### src/hdl/undirected_graph_cycle_detect_top_macros.svh
// Assertion macros for the undirected graph cycle detector.
// Used by the top level only; expects signals named clock and reset in scope.
`ifndef UNDIRECTED_GRAPH_CYCLE_DETECT_TOP_MACROS_SVH
`define UNDIRECTED_GRAPH_CYCLE_DETECT_TOP_MACROS_SVH

// Consequent must hold in the same cycle as the antecedent.
`define UGCD_ASSERT_IMPLY(label, ante, cons, msg) \
   label: assert property (@(posedge clock) disable iff (reset) (ante) |-> (cons)) \
      else $error(msg);

// Consequent must hold in the cycle after the antecedent.
`define UGCD_ASSERT_NEXT(label, ante, cons, msg) \
   label: assert property (@(posedge clock) disable iff (reset) (ante) |=> (cons)) \
      else $error(msg);

`endif

### src/hdl/ugcd_pkg.sv
// Package for the undirected graph cycle detector.
// Holds the command and status structs shared by controller and datapath.
package ugcd_pkg;

   localparam int unsigned END_W = 7;
   localparam int unsigned VC_W  = 8;

   localparam logic CMD_ADD  = 1'b0;
   localparam logic CMD_EVAL = 1'b1;

   typedef struct packed {
      logic capture;
      logic add_err;
      logic add_wa;
      logic add_wb;
      logic ev_init;
      logic scan_next;
      logic start_push;
      logic load_top;
      logic pop;
      logic pop_load;
      logic edge_update;
      logic mark_w;
      logic push;
      logic set_cyc;
      logic rsp_load;
   } cmd_type;

   typedef struct packed {
      logic edge_ok;
      logic scan_end;
      logic start_seen;
      logic top_cv;
      logic sp_last;
      logic w_seen;
      logic stack_full;
      logic w_parent;
      logic rsp_busy;
   } sts_type;

endpackage

### src/hdl/ugcd_ctrl.sv
// Controller state machine of the cycle detector.
// Depends on ugcd_pkg; drives datapath commands from datapath status.
module ugcd_ctrl (
   input  logic              clock,
   input  logic              reset,
   input  logic              req_valid,
   input  logic              req_command,
   output logic              req_ready,
   input  ugcd_pkg::sts_type sts,
   output ugcd_pkg::cmd_type cmd
);

   typedef enum logic [9:0] {
      ST_IDLE   = 10'b00_0000_0001,
      ST_ADD_RD = 10'b00_0000_0010,
      ST_ADD_WA = 10'b00_0000_0100,
      ST_ADD_WB = 10'b00_0000_1000,
      ST_SCAN   = 10'b00_0001_0000,
      ST_HEAD   = 10'b00_0010_0000,
      ST_STEP   = 10'b00_0100_0000,
      ST_POP    = 10'b00_1000_0000,
      ST_EDGE   = 10'b01_0000_0000,
      ST_DONE   = 10'b10_0000_0000
   } state_type;

   state_type state_ff, state_in;

   always_comb begin
      state_in  = state_ff;
      cmd       = '0;
      req_ready = 1'b0;
      unique case (state_ff)
         ST_IDLE: begin
            req_ready = 1'b1;
            if (req_valid) begin
               cmd.capture = 1'b1;
               if (req_command == ugcd_pkg::CMD_EVAL) begin
                  cmd.ev_init = 1'b1;
                  state_in    = ST_SCAN;
               end else begin
                  state_in = ST_ADD_RD;
               end
            end
         end
         ST_ADD_RD: begin
            if (sts.edge_ok) begin
               state_in = ST_ADD_WA;
            end else begin
               cmd.add_err = 1'b1;
               state_in    = ST_IDLE;
            end
         end
         ST_ADD_WA: begin
            cmd.add_wa = 1'b1;
            state_in   = ST_ADD_WB;
         end
         ST_ADD_WB: begin
            cmd.add_wb = 1'b1;
            state_in   = ST_IDLE;
         end
         ST_SCAN: begin
            priority if (sts.scan_end) begin
               state_in = ST_DONE;
            end else if (sts.start_seen) begin
               cmd.scan_next = 1'b1;
            end else begin
               cmd.start_push = 1'b1;
               state_in       = ST_HEAD;
            end
         end
         ST_HEAD: begin
            cmd.load_top = 1'b1;
            state_in     = ST_STEP;
         end
         ST_STEP: begin
            priority if (sts.top_cv) begin
               state_in = ST_EDGE;
            end else if (sts.sp_last) begin
               cmd.scan_next = 1'b1;
               state_in      = ST_SCAN;
            end else begin
               cmd.pop  = 1'b1;
               state_in = ST_POP;
            end
         end
         ST_POP: begin
            cmd.pop_load = 1'b1;
            state_in     = ST_STEP;
         end
         ST_EDGE: begin
            cmd.edge_update = 1'b1;
            priority if (!sts.w_seen) begin
               cmd.mark_w = 1'b1;
               if (sts.stack_full) begin
                  state_in = ST_STEP;
               end else begin
                  cmd.push = 1'b1;
                  state_in = ST_HEAD;
               end
            end else if (!sts.w_parent) begin
               cmd.set_cyc = 1'b1;
               state_in    = ST_DONE;
            end else begin
               state_in = ST_STEP;
            end
         end
         ST_DONE: begin
            if (!sts.rsp_busy) begin
               cmd.rsp_load = 1'b1;
               state_in     = ST_IDLE;
            end
         end
         default: begin
            state_in = ST_IDLE;
         end
      endcase
   end

   always_ff @(posedge clock) begin
      if (reset) begin
         state_ff <= ST_IDLE;
      end else begin
         state_ff <= state_in;
      end
   end

endmodule

### config.mk
export PLATFORM = sky130hd
export DESIGN_NAME = ugcd_ctrl
export DESIGN_NICKNAME = d
export VERILOG_FILES = /design/src/hdl/undirected_graph_cycle_detect_top_macros.svh /design/src/hdl/ugcd_pkg.sv /design/src/hdl/ugcd_ctrl.sv
export SDC_FILE = /design/constraint.sdc
export NUM_CORES = 1
export LEC_CHECK = 0
export ABC_AREA = 1
export CAP_MARGIN = 20
export CORE_AREA = 5 5 51 53
export DETAILED_ROUTE_END_ITERATION = 6
export DIE_AREA = 0 0 56 58
export DONT_BUFFER_PORTS = 1
export GPL_ROUTABILITY_DRIVEN = 0
export PLACE_DENSITY_LB_ADDON = 0.05
export SLEW_MARGIN = 15
export SYNTH_ARGS = -nofsm -noshare
export SYNTH_HDL_FRONTEND = slang
export SYNTH_SLANG_ARGS = --single-unit
### constraint.sdc
create_clock -name clock -period 1.31 [get_ports clock]
set_input_delay 0.262 -clock clock [delete_from_list [all_inputs] [get_ports clock]]
set_output_delay 0.262 -clock clock [all_outputs]
set_load 0.03 [all_outputs]
==> metrics.md <==
| Metric | Value |
|---|---|
| Status | finished, violations left |
| Failing checks | setup timing |
| Placed wire-length estimate | 1960 microns |
| WHS | 0.0493 ns |
| #FFs+latches synth | 10 |
| FMAX | 608 MHz |
| GRT Total Usage | 0.169 |
| Psw | 596 uW |
| H-tree levels | 1 |
| Final Hold Viols | 0 |
| Clock latency on the worst-skew pair | 0.27 ns |
| Largest Register | state_ff |
| CP startpoint kind | register |
| Vias in the first global route | 1026 |
| YS warnings | 0 |
| Cells after Synth | 137 |
| Design Power | 1390 uW |
| Worst path required time | 1.05 ns |
| Chip width | 56 microns |
| Synth cell types | 21 |
| Area post-placement | 1130 sq um |
| Worst-path clk slew | 0.06 ns |
| Ys async rst share | 0 |
| Synthesized Nets | 150 |
| Critical path class | register to output pin |
| Max Fanout on Critical Path | 5 |
| CTS tree | yes |
| DR vias | 1027 |
| Post-Route WL | 2780 microns |
| Final Max Tran Viols | 0 |
| GR Overflow Total | 0 |
| Cell area power density | 899 nW/um^2 |
| Final setup viols | 24 |
| Site row count | 17 |
| Post-synth EDFFs | 0 |
| DRC viols | 0 |
| Area grow syn2layout | 91.6% |
| Root Buffer | clkbuf_4 |
| Die Y | 58 microns |
| Hold WC Path Type | input port to register |
| # diodes | 0 |
| Initial DRC count | 14 |
| Syn_area_per_cell | 5.89 sq um |
| Post-synthesis sequential area ratio | 0.248 |
| CP Capture Type | output pin |
| Switching share of power | 0.428 |
| Worst hold path depth | 1 |
| Lkg Pwr | 0.000732 uW |
| DR vias/cell | 4.80 |
| Synth top area cells | dfxtp_1, nand2_1, inv_1, nor2_1, nand3_1 |
| Clock Path Buffers | 2 |
| Unrepaired setup endpoints after global routing | true |
| Max FFs per register | 10 |
| Synth cell count leaders | nand2_1, inv_1, nor2_1 |
| Clock skew | 0.00199 ns |
| Setup TNS | -5.63 ns |
| Actual slew at the worst max-slew pin | 0.208 ns |
| Worst vdd ir | 1.05 mV |
| Antenna Violating Nets Remaining | 0 |
| Starting Density | 0.383 |
| Mapped Area | 807 sq um |
| Final Cell Area | 1550 sq um |
| Final worst-path cycle share | 1.25 |
| Biggest registers after layout | state_ff: 10 flops |
| Slew HR | 0.860 |
| Most common cell in the netlist | nand2_1 |
| First-pass GRT wire length | 4350 microns |
| Sequential power share | 0.253 |
| Max-cap violations | 0 |
| Pint | 795 uW |
| Antenna violations before repair | 0 |
| Layout Utilization | 0.734 |
| Synth area leader | dfxtp_1 |
| Core Region | 2110 sq um |
| Die area | 3250 sq um |
| Crit path arrival time | 1.38 ns |
| Power share of the clock group | 0.154 |
| Largest net degree at the start of global routing | 10 |
| CTS Sinks | 10 |
| R2R cell count | 12 |
| Min Clock Period, post-route | 1.64 ns |
| Port bufs | 0 |
| Layout cell share with drive strength beyond 1 | 0.656 |
| WL/cell | 13.0 microns |
| Post-CTS Hold Buffers | 0 |
| Area share of the largest cell type after synthesis | 0.248 |
| Main flop type after synthesis | dfxtp_1 |
| CTS Buf Count | 3 |
| Final WS setup | -0.334 ns |
| Logic pwr share | 0.593 |
| Final nets | 201 |
| Ports | 29 |
| Total iterations of the first detailed-routing run | 4 |
==> placed cells by master (no fill, tap or decap), drive strengths merged <==
cell,synthesis,final
o211ai,1,1
clkbuf,0,3
or2,1,1
clkinvlp,0,1
dfxtp,10,10
nor3,10,10
a31oi,1,1
buf,1,47
o221ai,1,1
nand3,12,12
nor3b,1,1
inv,29,28
nand2,37,37
nand4,1,1
nor2,29,29
nor4,1,1
a21oi,2,2
==> critical path, cell delays in order, from the launching register on <==
cell and delay [ns]:
dfxtp_2 0.34, nor2_4 0.13, nand2_4 0.11, nor2_4 0.17
nand2_4 0.10, inv_4 0.08, nand3_4 0.08, inv_6 0.10
==> kinds of logic after synthesis <==
kind of cell	Yosys count	synth area share
buffers and inverters	30	0.140
AOI/OAI and AO/OA	5	0.0403
DFF	10	0.248
and+or+nand+nor	92	0.572
==> final timing paths <==
kind	startpoint	to	slack, ns
setup / recovery	state_ff[6]$_SDFFE_PP0P_	cmd[2]	-0.33
hold / removal	reset	state_ff[5]$_SDFFE_PP0P_	0.05
setup reg to reg	state_ff[6]$_SDFFE_PP0P_	state_ff[0]$_SDFFE_PP1P_	-0.28
hold reg to reg	state_ff[6]$_SDFFE_PP0P_	state_ff[8]$_SDFFE_PP0P_	0.67
==> per-layer routing <==
layer | global-route usage | vias up | routed length, microns
met1 | 0.213 | 468 | 1180
met4 | 0.0644 | 0 | 51
met2 | 0.295 | 30 | 1420
li1 | - | 522 | -
met5 | 0 | - | 0
met3 | 0.0200 | 7 | 128
==> metrics by stage <==
stage | setup WS [ns] | cells
final | -0.334 | 214
after global routing | -0.412 | 214
after CTS | -0.338 | 211
after detailed placement | -0.130 | 194
after global placement | -0.123 | 194
after floorplan | -0.129 | 137
==> power by group through the flow <==
stage	sequential (uW)	clock, uW	combinational [uW]
floorplan	350	0	402
global placement	352	0	594
detailed placement	352	0	598
CTS	349	208	720
global route	355	231	881
finish	352	214	825
==> cell type report <==
cell class | count | area (sq um)
fillers | 161 | 559
inverters | 29 | 138
multi-input cells | 97 | 721
repair buffers | 47 | 419
flip-flops and latches | 10 | 211
clock buffers | 3 | 22.5
well taps | 28 | 35.0
==> what timing repair did <==
action                     CTS  global route
setup endpoints to repair   23            25
pin swaps                   13            12
setup buffers               18             3
resized for setup           56            25
(Power assumes the default switching activity.)
